--- src/rtl/hpsc_pkg.sv ---
package hpsc_pkg;

  // Port count and derived widths
  localparam int NUM_PORTS = 8;
  localparam int PORT_W    = (NUM_PORTS > 1) ? $clog2(NUM_PORTS) : 1;
  localparam int BM_BYTES  = (NUM_PORTS + 1 + 7) / 8;
  localparam int BM_W      = NUM_PORTS + 1;

  // Item kinds
  typedef enum logic [2:0] {
    OP_CONTROL    = 3'd0,
    OP_IN         = 3'd1,
    OP_OUT        = 3'd2,
    OP_CONNECT    = 3'd3,
    OP_DISCONNECT = 3'd4
  } op_e;

  // Handshake answers
  typedef enum logic [1:0] {
    RC_OK     = 2'd0,
    RC_STALL  = 2'd1,
    RC_NAK    = 2'd2,
    RC_BABBLE = 2'd3
  } rc_e;

  // Control request codes (type byte, request number)
  localparam logic [15:0] REQ_GET_DEV_STATUS   = 16'h8000;
  localparam logic [15:0] REQ_CLR_DEV_FEATURE  = 16'h0001;
  localparam logic [15:0] REQ_CLR_EP_FEATURE   = 16'h0201;
  localparam logic [15:0] REQ_SET_DEV_FEATURE  = 16'h0003;
  localparam logic [15:0] REQ_SET_ADDRESS      = 16'h0005;
  localparam logic [15:0] REQ_SET_CONFIG       = 16'h0009;
  localparam logic [15:0] REQ_SET_INTERFACE    = 16'h000B;
  localparam logic [15:0] REQ_GET_CONFIG       = 16'h8008;
  localparam logic [15:0] REQ_GET_INTERFACE    = 16'h800A;
  localparam logic [15:0] REQ_GET_HUB_STATUS   = 16'hA000;
  localparam logic [15:0] REQ_GET_PORT_STATUS  = 16'hA300;
  localparam logic [15:0] REQ_CLR_HUB_FEATURE  = 16'h2001;
  localparam logic [15:0] REQ_SET_HUB_FEATURE  = 16'h2003;
  localparam logic [15:0] REQ_SET_PORT_FEATURE = 16'h2303;
  localparam logic [15:0] REQ_CLR_PORT_FEATURE = 16'h2301;

  // Feature selectors
  localparam logic [15:0] FS_REMOTE_WAKEUP = 16'd1;
  localparam logic [15:0] FS_ENDPOINT_HALT = 16'd0;
  localparam logic [15:0] FS_HUB_LOCAL_PWR = 16'd0;
  localparam logic [15:0] FS_HUB_OVER_CUR  = 16'd1;
  localparam logic [15:0] FS_PORT_ENABLE   = 16'd1;
  localparam logic [15:0] FS_PORT_SUSPEND  = 16'd2;
  localparam logic [15:0] FS_PORT_RESET    = 16'd4;
  localparam logic [15:0] FS_PORT_POWER    = 16'd8;
  localparam logic [15:0] FS_C_CONNECTION  = 16'd16;
  localparam logic [15:0] FS_C_ENABLE      = 16'd17;
  localparam logic [15:0] FS_C_SUSPEND     = 16'd18;
  localparam logic [15:0] FS_C_OVER_CUR    = 16'd19;
  localparam logic [15:0] FS_C_RESET       = 16'd20;

  localparam logic [15:0] EP1_IN_ADDR = 16'h0081;
  localparam logic [3:0]  STATUS_EP   = 4'd1;

  // Port status and change bit positions
  localparam int ST_CONN    = 0;
  localparam int ST_ENABLE  = 1;
  localparam int ST_SUSPEND = 2;
  localparam int ST_LOWSPD  = 9;
  localparam int CH_CONN    = 0;
  localparam int CH_ENABLE  = 1;
  localparam int CH_SUSPEND = 2;
  localparam int CH_OVERCUR = 3;
  localparam int CH_RESET   = 4;

  typedef logic [9:0] status_t;
  typedef logic [4:0] change_t;
  localparam status_t STATUS_RESET = 10'h100;

  typedef struct packed {
    logic [2:0]  op;
    logic [15:0] request;
    logic [15:0] feature_value;
    logic [15:0] port_index;
    logic [3:0]  endpoint;
    logic [9:0]  buffer_len;
    logic [2:0]  event_port;
    logic        low_speed;
  } req_t;

  typedef struct packed {
    logic [1:0]  result_code;
    logic [2:0]  byte_count;
    logic [31:0] data_word;
    logic        reset_pulse;
    logic [2:0]  reset_port;
  } rsp_t;

  // Pipeline control between the stages
  typedef struct packed {
    logic advance;
    logic fire;
  } pipe_ctrl_t;

endpackage

--- src/rtl/hpsc_req_if.sv ---
interface hpsc_req_if;
  import hpsc_pkg::*;

  logic        valid;
  logic        ready;
  logic [2:0]  op;
  logic [15:0] request;
  logic [15:0] feature_value;
  logic [15:0] port_index;
  logic [3:0]  endpoint;
  logic [9:0]  buffer_len;
  logic [2:0]  event_port;
  logic        low_speed;

  modport source (
    output valid, op, request, feature_value, port_index, endpoint, buffer_len,
           event_port, low_speed,
    input  ready
  );
  modport sink (
    input  valid, op, request, feature_value, port_index, endpoint, buffer_len,
           event_port, low_speed,
    output ready
  );
endinterface

--- src/rtl/hpsc_rsp_if.sv ---
interface hpsc_rsp_if;
  import hpsc_pkg::*;

  logic        valid;
  logic        ready;
  logic [1:0]  result_code;
  logic [2:0]  byte_count;
  logic [31:0] data_word;
  logic        reset_pulse;
  logic [2:0]  reset_port;

  modport source (
    output valid, result_code, byte_count, data_word, reset_pulse, reset_port,
    input  ready
  );
  modport sink (
    input  valid, result_code, byte_count, data_word, reset_pulse, reset_port,
    output ready
  );
endinterface

--- src/rtl/usb_hub_port_status_controller.sv ---
// A request beat goes through the input register and then the result register.
// Throughput: one beat per cycle while responses are taken. The input register
// can fill while the result register stalls; the port state read-modify-write
// lies between the two registers. Reset (async, active low): pipeline empty,
// every port powered only, change bits, device presence and remote wakeup cleared.
module usb_hub_port_status_controller (
  input  logic       clk_i,
  input  logic       rst_ni,
  hpsc_req_if.sink   req_i,
  hpsc_rsp_if.source rsp_o
);
  import hpsc_pkg::*;

  req_t       req_item;
  req_t       stage_item;
  logic       stage_valid;
  rsp_t       eng_rsp;
  rsp_t       out_rsp;
  pipe_ctrl_t ctrl;

  // Gather the request beat
  assign req_item.op            = req_i.op;
  assign req_item.request       = req_i.request;
  assign req_item.feature_value = req_i.feature_value;
  assign req_item.port_index    = req_i.port_index;
  assign req_item.endpoint      = req_i.endpoint;
  assign req_item.buffer_len    = req_i.buffer_len;
  assign req_item.event_port    = req_i.event_port;
  assign req_item.low_speed     = req_i.low_speed;

  hpsc_in_stage u_in_stage (
    .clk_i     (clk_i),
    .rst_ni    (rst_ni),
    .valid_i   (req_i.valid),
    .item_i    (req_item),
    .advance_i (ctrl.advance),
    .ready_o   (req_i.ready),
    .valid_o   (stage_valid),
    .item_o    (stage_item)
  );

  hpsc_engine u_engine (
    .clk_i  (clk_i),
    .rst_ni (rst_ni),
    .fire_i (ctrl.fire),
    .item_i (stage_item),
    .rsp_o  (eng_rsp)
  );

  hpsc_out_stage u_out_stage (
    .clk_i   (clk_i),
    .rst_ni  (rst_ni),
    .valid_i (stage_valid),
    .rsp_i   (eng_rsp),
    .ready_i (rsp_o.ready),
    .ctrl_o  (ctrl),
    .valid_o (rsp_o.valid),
    .rsp_o   (out_rsp)
  );

  // Drive the response beat
  assign rsp_o.result_code = out_rsp.result_code;
  assign rsp_o.byte_count  = out_rsp.byte_count;
  assign rsp_o.data_word   = out_rsp.data_word;
  assign rsp_o.reset_pulse = out_rsp.reset_pulse;
  assign rsp_o.reset_port  = out_rsp.reset_port;

endmodule

--- src/rtl/hpsc_in_stage.sv ---
module hpsc_in_stage (
  input  logic              clk_i,
  input  logic              rst_ni,
  input  logic              valid_i,
  input  hpsc_pkg::req_t    item_i,
  input  logic              advance_i,
  output logic              ready_o,
  output logic              valid_o,
  output hpsc_pkg::req_t    item_o
);
  import hpsc_pkg::*;

  logic valid_q, valid_d;
  req_t item_q;

  // Stage is free when empty or when its beat moves on this cycle
  assign ready_o = !valid_q || advance_i;
  assign valid_d = valid_i ? 1'b1 : (advance_i ? 1'b0 : valid_q);

  always_ff @(posedge clk_i or negedge rst_ni) begin
    if (!rst_ni) begin
      valid_q <= 1'b0;
    end else if (ready_o) begin
      valid_q <= valid_d;
    end
  end

  // Payload, no reset
  always_ff @(posedge clk_i) begin
    if (valid_i && ready_o) begin
      item_q <= item_i;
    end
  end

  assign valid_o = valid_q;
  assign item_o  = item_q;

endmodule

--- src/rtl/hpsc_engine.sv ---
module hpsc_engine (
  input  logic              clk_i,
  input  logic              rst_ni,
  input  logic              fire_i,
  input  hpsc_pkg::req_t    item_i,
  output hpsc_pkg::rsp_t    rsp_o
);
  import hpsc_pkg::*;

  status_t              status_q  [NUM_PORTS];
  status_t              status_d  [NUM_PORTS];
  change_t              change_q  [NUM_PORTS];
  change_t              change_d  [NUM_PORTS];
  logic [NUM_PORTS-1:0] present_q, present_d;
  logic                 wakeup_q, wakeup_d;

  logic [15:0]          port_n;
  logic                 port_ok;
  logic [PORT_W-1:0]    port_sel;
  logic                 evp_ok;
  logic [PORT_W-1:0]    evp_sel;
  logic [31:0]          bitmap;
  logic [NUM_PORTS-1:0] conn_vec;
  logic [NUM_PORTS-1:0] enable_vec;
  rsp_t                 rsp;

  // Port addressing for control requests and events
  assign port_n   = item_i.port_index - 16'd1;
  assign port_ok  = 32'(port_n) < 32'(NUM_PORTS);
  assign port_sel = port_n[PORT_W-1:0];
  assign evp_ok   = 32'(item_i.event_port) < 32'(NUM_PORTS);
  assign evp_sel  = PORT_W'(item_i.event_port);

  // Status change bitmap, bit 0 is the hub itself
  always_comb begin
    bitmap = '0;
    for (int i = 0; i < NUM_PORTS; i++) begin
      bitmap[i+1] = |change_q[i];
    end
  end

  // One pass: decode, answer, read-modify-write of one port
  always_comb begin
    status_d  = status_q;
    change_d  = change_q;
    present_d = present_q;
    wakeup_d  = wakeup_q;
    rsp       = '0;
    rsp.result_code = RC_OK;

    unique case (item_i.op)
      OP_CONTROL: begin
        unique case (item_i.request) inside
          REQ_GET_DEV_STATUS: begin
            rsp.byte_count = 3'd2;
            rsp.data_word  = {30'd0, wakeup_q, 1'b1};
          end
          REQ_CLR_DEV_FEATURE: begin
            if (item_i.feature_value == FS_REMOTE_WAKEUP) wakeup_d = 1'b0;
            else rsp.result_code = RC_STALL;
          end
          REQ_CLR_EP_FEATURE: begin
            if (item_i.feature_value == FS_ENDPOINT_HALT && item_i.port_index != EP1_IN_ADDR)
              rsp.result_code = RC_STALL;
          end
          REQ_SET_DEV_FEATURE: begin
            if (item_i.feature_value == FS_REMOTE_WAKEUP) wakeup_d = 1'b1;
            else rsp.result_code = RC_STALL;
          end
          REQ_SET_ADDRESS, REQ_SET_CONFIG, REQ_SET_INTERFACE: begin
            rsp.result_code = RC_OK;
          end
          REQ_GET_CONFIG: begin
            rsp.byte_count = 3'd1;
            rsp.data_word  = 32'd1;
          end
          REQ_GET_INTERFACE: begin
            rsp.byte_count = 3'd1;
          end
          REQ_GET_HUB_STATUS: begin
            rsp.byte_count = 3'd4;
          end
          REQ_GET_PORT_STATUS: begin
            if (!port_ok) begin
              rsp.result_code = RC_STALL;
            end else begin
              rsp.byte_count = 3'd4;
              rsp.data_word  = {11'd0, change_q[port_sel], 6'd0, status_q[port_sel]};
            end
          end
          REQ_CLR_HUB_FEATURE, REQ_SET_HUB_FEATURE: begin
            if (item_i.feature_value != FS_HUB_LOCAL_PWR &&
                item_i.feature_value != FS_HUB_OVER_CUR)
              rsp.result_code = RC_STALL;
          end
          REQ_SET_PORT_FEATURE: begin
            if (!port_ok) begin
              rsp.result_code = RC_STALL;
            end else if (item_i.feature_value == FS_PORT_SUSPEND) begin
              status_d[port_sel][ST_SUSPEND] = 1'b1;
            end else if (item_i.feature_value == FS_PORT_RESET) begin
              if (present_q[port_sel]) begin
                rsp.reset_pulse = 1'b1;
                rsp.reset_port  = port_n[2:0];
                change_d[port_sel][CH_RESET]  = 1'b1;
                status_d[port_sel][ST_ENABLE] = 1'b1;
              end
            end else if (item_i.feature_value != FS_PORT_POWER) begin
              rsp.result_code = RC_STALL;
            end
          end
          REQ_CLR_PORT_FEATURE: begin
            if (!port_ok) begin
              rsp.result_code = RC_STALL;
            end else begin
              case (item_i.feature_value)
                FS_PORT_ENABLE:  status_d[port_sel][ST_ENABLE]  = 1'b0;
                FS_PORT_SUSPEND: status_d[port_sel][ST_SUSPEND] = 1'b0;
                FS_C_CONNECTION: change_d[port_sel][CH_CONN]    = 1'b0;
                FS_C_ENABLE:     change_d[port_sel][CH_ENABLE]  = 1'b0;
                FS_C_SUSPEND:    change_d[port_sel][CH_SUSPEND] = 1'b0;
                FS_C_OVER_CUR:   change_d[port_sel][CH_OVERCUR] = 1'b0;
                FS_C_RESET:      change_d[port_sel][CH_RESET]   = 1'b0;
                default:         rsp.result_code = RC_STALL;
              endcase
            end
          end
          default: rsp.result_code = RC_STALL;
        endcase
      end

      // Status-change poll
      OP_IN: begin
        if (item_i.endpoint != STATUS_EP) begin
          rsp.result_code = RC_STALL;
        end else if (item_i.buffer_len != 10'd1 && 32'(item_i.buffer_len) < 32'(BM_BYTES)) begin
          rsp.result_code = RC_BABBLE;
        end else if (bitmap == '0) begin
          rsp.result_code = RC_NAK;
        end else if (item_i.buffer_len == 10'd1) begin
          rsp.byte_count = 3'd1;
          rsp.data_word  = {24'd0, bitmap[7:0]};
        end else begin
          rsp.byte_count = 3'(BM_BYTES);
          rsp.data_word  = bitmap;
        end
      end

      OP_OUT: rsp.result_code = RC_STALL;

      OP_CONNECT: begin
        if (evp_ok && !present_q[evp_sel]) begin
          present_d[evp_sel]           = 1'b1;
          status_d[evp_sel][ST_CONN]   = 1'b1;
          status_d[evp_sel][ST_LOWSPD] = item_i.low_speed;
          change_d[evp_sel][CH_CONN]   = 1'b1;
        end
      end

      OP_DISCONNECT: begin
        if (evp_ok && present_q[evp_sel]) begin
          present_d[evp_sel]           = 1'b0;
          status_d[evp_sel][ST_CONN]   = 1'b0;
          status_d[evp_sel][ST_ENABLE] = 1'b0;
          change_d[evp_sel][CH_CONN]   = 1'b1;
          if (status_q[evp_sel][ST_ENABLE]) change_d[evp_sel][CH_ENABLE] = 1'b1;
        end
      end

      default: rsp.result_code = RC_OK;
    endcase
  end

  // Port state, updated when a beat moves to the result register
  always_ff @(posedge clk_i or negedge rst_ni) begin
    if (!rst_ni) begin
      for (int i = 0; i < NUM_PORTS; i++) begin
        status_q[i] <= STATUS_RESET;
        change_q[i] <= '0;
      end
      present_q <= '0;
      wakeup_q  <= 1'b0;
    end else if (fire_i) begin
      status_q  <= status_d;
      change_q  <= change_d;
      present_q <= present_d;
      wakeup_q  <= wakeup_d;
    end
  end

  assign rsp_o = rsp;

  always_comb begin
    for (int i = 0; i < NUM_PORTS; i++) begin
      conn_vec[i]   = status_q[i][ST_CONN];
      enable_vec[i] = status_q[i][ST_ENABLE];
    end
  end

  // Connect bit tracks device presence
  a_conn_present: assert property (@(posedge clk_i) disable iff (!rst_ni)
    conn_vec == present_q) else $error("port connect bit disagrees with presence");

  // A port is only enabled while it holds a device
  a_enable_present: assert property (@(posedge clk_i) disable iff (!rst_ni)
    (enable_vec & ~present_q) == '0) else $error("enabled port without device");

  // A reset pulse always comes with an ok answer
  a_reset_ok: assert property (@(posedge clk_i) disable iff (!rst_ni)
    rsp.reset_pulse |-> (rsp.result_code == RC_OK)) else $error("reset pulse on error");

  // No data without valid bytes
  a_empty_data: assert property (@(posedge clk_i) disable iff (!rst_ni)
    (rsp.byte_count == 3'd0) |-> (rsp.data_word == '0)) else $error("data without bytes");

endmodule

--- src/rtl/hpsc_out_stage.sv ---
module hpsc_out_stage (
  input  logic                  clk_i,
  input  logic                  rst_ni,
  input  logic                  valid_i,
  input  hpsc_pkg::rsp_t        rsp_i,
  input  logic                  ready_i,
  output hpsc_pkg::pipe_ctrl_t  ctrl_o,
  output logic                  valid_o,
  output hpsc_pkg::rsp_t        rsp_o
);
  import hpsc_pkg::*;

  logic valid_q;
  rsp_t rsp_q;
  pipe_ctrl_t ctrl;

  // Result register takes a new beat when empty or being drained
  assign ctrl.advance = !valid_q || ready_i;
  assign ctrl.fire    = ctrl.advance && valid_i;

  always_ff @(posedge clk_i or negedge rst_ni) begin
    if (!rst_ni) begin
      valid_q <= 1'b0;
    end else if (ctrl.advance) begin
      valid_q <= valid_i;
    end
  end

  always_ff @(posedge clk_i) begin
    if (ctrl.fire) begin
      rsp_q <= rsp_i;
    end
  end

  assign ctrl_o  = ctrl;
  assign valid_o = valid_q;
  assign rsp_o   = rsp_q;

endmodule
--- src/flat_wrapper.sv ---
// flat-port wrapper written by rule: the top's interface ports become plain ports
module usb_hub_port_status_controller_flat import hpsc_pkg::*;
  (clk_i, rst_ni, req_i_valid, req_i_op, req_i_request, req_i_feature_value, req_i_port_index, req_i_endpoint, req_i_buffer_len, req_i_event_port, req_i_low_speed, req_i_ready, rsp_o_valid, rsp_o_result_code, rsp_o_byte_count, rsp_o_data_word, rsp_o_reset_pulse, rsp_o_reset_port, rsp_o_ready);
  hpsc_req_if req_i_i ();
  hpsc_rsp_if rsp_o_i ();
  input  logic clk_i;
  input  logic rst_ni;
  input wire logic [$bits(req_i_i.valid)-1:0] req_i_valid;
  input wire logic [$bits(req_i_i.op)-1:0] req_i_op;
  input wire logic [$bits(req_i_i.request)-1:0] req_i_request;
  input wire logic [$bits(req_i_i.feature_value)-1:0] req_i_feature_value;
  input wire logic [$bits(req_i_i.port_index)-1:0] req_i_port_index;
  input wire logic [$bits(req_i_i.endpoint)-1:0] req_i_endpoint;
  input wire logic [$bits(req_i_i.buffer_len)-1:0] req_i_buffer_len;
  input wire logic [$bits(req_i_i.event_port)-1:0] req_i_event_port;
  input wire logic [$bits(req_i_i.low_speed)-1:0] req_i_low_speed;
  output wire logic [$bits(req_i_i.ready)-1:0] req_i_ready;
  output wire logic [$bits(rsp_o_i.valid)-1:0] rsp_o_valid;
  output wire logic [$bits(rsp_o_i.result_code)-1:0] rsp_o_result_code;
  output wire logic [$bits(rsp_o_i.byte_count)-1:0] rsp_o_byte_count;
  output wire logic [$bits(rsp_o_i.data_word)-1:0] rsp_o_data_word;
  output wire logic [$bits(rsp_o_i.reset_pulse)-1:0] rsp_o_reset_pulse;
  output wire logic [$bits(rsp_o_i.reset_port)-1:0] rsp_o_reset_port;
  input wire logic [$bits(rsp_o_i.ready)-1:0] rsp_o_ready;
  assign req_i_i.valid = req_i_valid;
  assign req_i_i.op = req_i_op;
  assign req_i_i.request = req_i_request;
  assign req_i_i.feature_value = req_i_feature_value;
  assign req_i_i.port_index = req_i_port_index;
  assign req_i_i.endpoint = req_i_endpoint;
  assign req_i_i.buffer_len = req_i_buffer_len;
  assign req_i_i.event_port = req_i_event_port;
  assign req_i_i.low_speed = req_i_low_speed;
  assign req_i_ready = req_i_i.ready;
  assign rsp_o_valid = rsp_o_i.valid;
  assign rsp_o_result_code = rsp_o_i.result_code;
  assign rsp_o_byte_count = rsp_o_i.byte_count;
  assign rsp_o_data_word = rsp_o_i.data_word;
  assign rsp_o_reset_pulse = rsp_o_i.reset_pulse;
  assign rsp_o_reset_port = rsp_o_i.reset_port;
  assign rsp_o_i.ready = rsp_o_ready;
  usb_hub_port_status_controller u_core (.clk_i(clk_i), .rst_ni(rst_ni), .req_i(req_i_i), .rsp_o(rsp_o_i));
endmodule
--- config.mk ---
export PLATFORM = sky130hd
export DESIGN_NAME = usb_hub_port_status_controller_flat
export DESIGN_NICKNAME = d
export VERILOG_FILES = /design/src/rtl/hpsc_pkg.sv /design/src/rtl/hpsc_req_if.sv /design/src/rtl/hpsc_rsp_if.sv /design/src/rtl/usb_hub_port_status_controller.sv /design/src/rtl/hpsc_in_stage.sv /design/src/rtl/hpsc_engine.sv /design/src/rtl/hpsc_out_stage.sv /design/src/flat_wrapper.sv
export SDC_FILE = /design/constraint.sdc
export NUM_CORES = 1
export LEC_CHECK = 0
export BUFFER_PORTS_ARGS = -buffer_cell sky130_fd_sc_hd__buf_2
export CAP_MARGIN = 20
export CORE_MARGIN = 2
export CORE_UTILIZATION = 60
export DETAILED_ROUTE_END_ITERATION = 10
export PLACE_DENSITY = 0.81
export SYNTH_ARGS = -nofsm -noshare
export SYNTH_HDL_FRONTEND = slang
export SYNTH_SLANG_ARGS = --single-unit
--- constraint.sdc ---
create_clock -name clk_i -period 6.7 [get_ports clk_i]
set_input_delay 0.67 -clock clk_i [delete_from_list [all_inputs] [get_ports clk_i]]
set_output_delay 0.67 -clock clk_i [all_outputs]
set_load 0.01 [all_outputs]
==> flow_summary_export.csv <==
group,metric,value,unit
status,run_status,"complete, no violations",
global_route,globalRouteTotalUtil,0.286,
floorplanning,std_cell_rows,47,
global_route,number_of_antenna_violations_at_the_first_check_in_global_routing,0,
clocking,cts_resized,0,
route,wire_per_inst,21.6,um
global_route,first_pass_grt_wire_length,40.8,mm
route,avgViaCountPerCell,6.66,
placement,io_buffer_count,98,
cells_and_area,design.final.nets,1045,
sta,max-slew-margin-rel,0.262,
clocking,post-cts-setup-buffers,0,
sta,fin_crit,4.16,ns
logic_synthesis,syn_area_per_cell,10.9,um^2
global_route,grt_start_max_net_pins,70,
logic_synthesis,synth_compound_gate_area_share,0.183,
sta,tightest_slew,1.11,ns
cells_and_area,final.fill_count,1254,
route,post_route_antenna_net_violation_count,0,
logic_synthesis,netlist-cell-type-count,76,
cells_and_area,mostFrequentLayoutCells,"123 x dfrtp_1, 97 x buf_2, 93 x edfxtp_1",
sta,layout_worst_path_cycle_share,0.621,
logic_synthesis,synthesis.instances,943,
sta,setup_repair_after_global_routing_missed_its_margin,"false",
critical_path,r2r_setup_slack,2.54,ns
clocking,ctsLongestPathBuffers,3,
cells_and_area,layout.cells.most_common,"dfrtp_1",
clocking,tritoncts_num_sinks,224,
logic_synthesis,netlist_area,10300,um^2
pwr,total_leakage_power,4.61,nW
route,total_number_of_vias,8043,
cells_and_area,drive_gt1_frac,0.183,
critical_path,crit_required,7.11,ns
cells_and_area,final-instance-count-excl-fill,1208,
cells_and_area,area_delta_synth_final,11.1,%
logic_synthesis,synthArstFlopShare,0.585,
logic_synthesis,synth.area.mux_share,0.0203,
critical_path,critPathKind,"flop to flop",
sta,drv_slew,0,
sta,final-setup-viol-count,0,
hold_path,worstHoldPathType,"input pin to asynchronous set/reset pin",
logic_synthesis,post_synthesis_xor_xnor_area_fraction,0.00425,
clocking,cts-hold-fix-buffers,0,
critical_path,endpoint_kind,"flop",
pwr,pwr_density_cell,287,nW/um^2
placement,globalplace.congestion,0.943,
logic_synthesis,ys_ff_latch,224,
logic_synthesis,dominant_combinational_cell_family_by_area_after_synthesis,"compound AO/OA/AOI/OAI gates",
placement,numPlacedInstances,1162,
logic_synthesis,synth-edff-count,93,
critical_path,critical_path.max_fanout,17,
route,detailed_routing_iteration_count_for_the_pre_antenna_repair_pass,6,
route,detailed_route_iter0_violations,1063,
pwr,vdd_drop_max,208,uV
logic_synthesis,post_synth_fa_ha_maj_area_fraction,0.00243,
sta,finalHoldViolCount,0,
global_route,globalRouteOverflowTotal,0,
critical_path,worst_ep_arrival_time,4.57,ns
logic_synthesis,yosys_most_used_dff,"dfrtp_1",
clocking,tritoncts,"done",
job,cap_violations,0,
logic_synthesis,yosysTopAreaCell,"dfrtp_1",
logic_synthesis,synth_top_cells_by_area,"dfrtp_1 30%, edfxtp_1 27%, o21ai_0 4.1%, clkbuf_1 3.4%, o22ai_1 3.0%",
sta,totalNegativeSetupSlack,0,ns
sta,timing.fmax,240,MHz
logic_synthesis,synthSimpleGateAreaFrac,0.141,
global_route,first_global_vias,7429,
route,detail_route.wirelength,26.1,mm
floorplanning,floorplan.die.height,135,um
logic_synthesis,ys.warnings.count,0,
logic_synthesis,synth_top_area_frac,0.299,
sta,worst_case_clock_skew,0.0181,ns
clocking,cts-buffers-inserted,24,
clocking,cts.clk_slew.worst_paths,0.06,ns
route,post-route-drc-count,0,
floorplanning,ioPinCount,116,
critical_path,crit_path_start_kind,"flop",
placement,dpl.hpwl,17.3,mm
floorplanning,coreArea,16700,um^2
clocking,clock-root-buffer,"clkbuf_16",
logic_synthesis,synth_sequential_area_ratio,0.590,
clocking,htree_levels,1,
floorplanning,floorplan.initialDensity,0.617,
cells_and_area,n_antenna_cell,0,
floorplanning,total_die_area,18200,um^2
floorplanning,die-width,135,um
clocking,worst_skew_pair_latency,0.53,ns
[metal layers]
| layer | part of all wire | global-route usage | vias to the layer above | wire length [um] |
|---|---|---|---|---|
| li1 | - | - | 3573 | - |
| met1 | 0.41 | 0.423 | 3862 | 10800 |
| met2 | 0.46 | 0.437 | 539 | 11900 |
| met3 | 0.10 | 0.0499 | 69 | 2620 |
| met4 | 0.030 | 0.0903 | 0 | 775 |
| met5 | 0 | 0 | - | 0 |
[cells by family (layout without fill, tap and decap cells)]
group / after synthesis / count (layout)
AND/OR/NAND/NOR: 267 / 267
flip-flops: 224 / 224
other: 1 / 17
multiplexers: 18 / 18
AO/OA/AOI/OAI: 286 / 286
adder cells (fa/ha/maj): 2 / 2
XOR/XNOR: 5 / 5
buffers and inverters: 140 / 169
[final cells by class]
class	count	area, um^2	share of cell area
Sequential cell	224	6080	0.531
Clock buffer	31	678	0.0592
Clock inverter	13	115	0.0101
Multi-Input combinational cell	595	3680	0.321
Inverter	21	78.8	0.00689
Tap cell	220	275	0.0240
Timing Repair Buffer	104	542	0.0473
[synth_stat cells, types with 3 or more instances]
cell type,number
o2bb2ai_1,3
nor4b_1,5
dfrtp_1,123
nand3b_1,8
o221ai_1,5
nor2_1,60
a21o_1,5
dfstp_2,8
nor3_1,19
edfxtp_1,93
nand2b_1,7
a31oi_1,12
and2_1,10
mux2i_1,6
buf_4,18
o21ai_0,84
a221o_1,4
xor2_1,3
o31a_1,9
nor4_1,29
or3_1,8
a21oi_1,44
mux2_2,10
a2bb2oi_1,7
a221oi_1,3
a311oi_1,4
nor2b_1,6
o41a_1,7
clkbuf_1,93
buf_2,5
o2111ai_1,3
or4b_2,3
o211ai_1,9
or2_2,6
inv_1,20
nand4_1,8
nand3_1,27
o31ai_1,15
o22ai_1,50
and3_1,4
nand2_1,44
o22a_1,6
or4_1,8
[final timing paths]
path                       depth (start not counted)                    startpoint                           end
max                                                9  u_core.u_in_stage.item_o[18]  u_core.u_engine.change_q[11]
min                                                1                        rst_ni  u_core.u_engine.status_q[19]
min in group clk_i                                 1             req_i_request[12]  u_core.u_in_stage.item_o[62]
min reg2reg                                        0  u_core.u_engine.status_q[18]  u_core.u_engine.status_q[18]
max reg2reg                                        9  u_core.u_in_stage.item_o[18]  u_core.u_engine.change_q[11]
max in group asynchronous                          2                        rst_ni  u_core.u_engine.status_q[52]
[power breakdown]
| part | switching (mW) | internal [mW] |
|---|---|---|
| clock | 0.544 | 0.760 |
| combinational | 0.229 | 0.137 |
| sequential | 0.0882 | 1.53 |
| total | 0.861 | 2.43 |
[worst max-delay path, cell delays in order, from the launching register on]
cell	delay (ns)
edfxtp_1	0.66
clkinv_1	0.36
ha_1	0.68
nand2_1	0.13
nor2_1	0.39
a221o_1	0.29
o2111ai_1	0.19
a21oi_1	0.93
a31oi_1	0.18
o22a_1	0.25
[flip-flops by register name, indices dropped and copies added (netlist names), named ones only]
name and count:
u_core.u_engine.enable_vec 8, u_core.u_engine.change_q 40, u_core.u_engine.conn_vec 8, u_core.u_out_stage.rsp_o 24
u_core.u_in_stage.valid_o 1, u_core.u_out_stage.valid_o 1, u_core.u_engine.status_q 64, u_core.u_engine.wakeup_q 1
u_core.u_in_stage.item_o 69
[per-stage QoR]
stage / hold WS, ns / setup slack [ns] / cell area, um^2 / power (mW) / util
floorplan: 0.374 / 3.64 / 10400 / 1.86 / -
detailed placement: 0.358 / 2.75 / 10600 / 1.99 / 0.637
finish: 0.274 / 2.54 / 11400 / 3.29 / 0.685
CTS: 0.286 / 2.71 / 11400 / 3.30 / 0.684
global route: 0.315 / 2.22 / 11400 / 3.40 / 0.685
global placement: 0.357 / 2.83 / 10600 / 1.99 / 0.637
No activity file was read; power rests on OpenSTA's default activity.
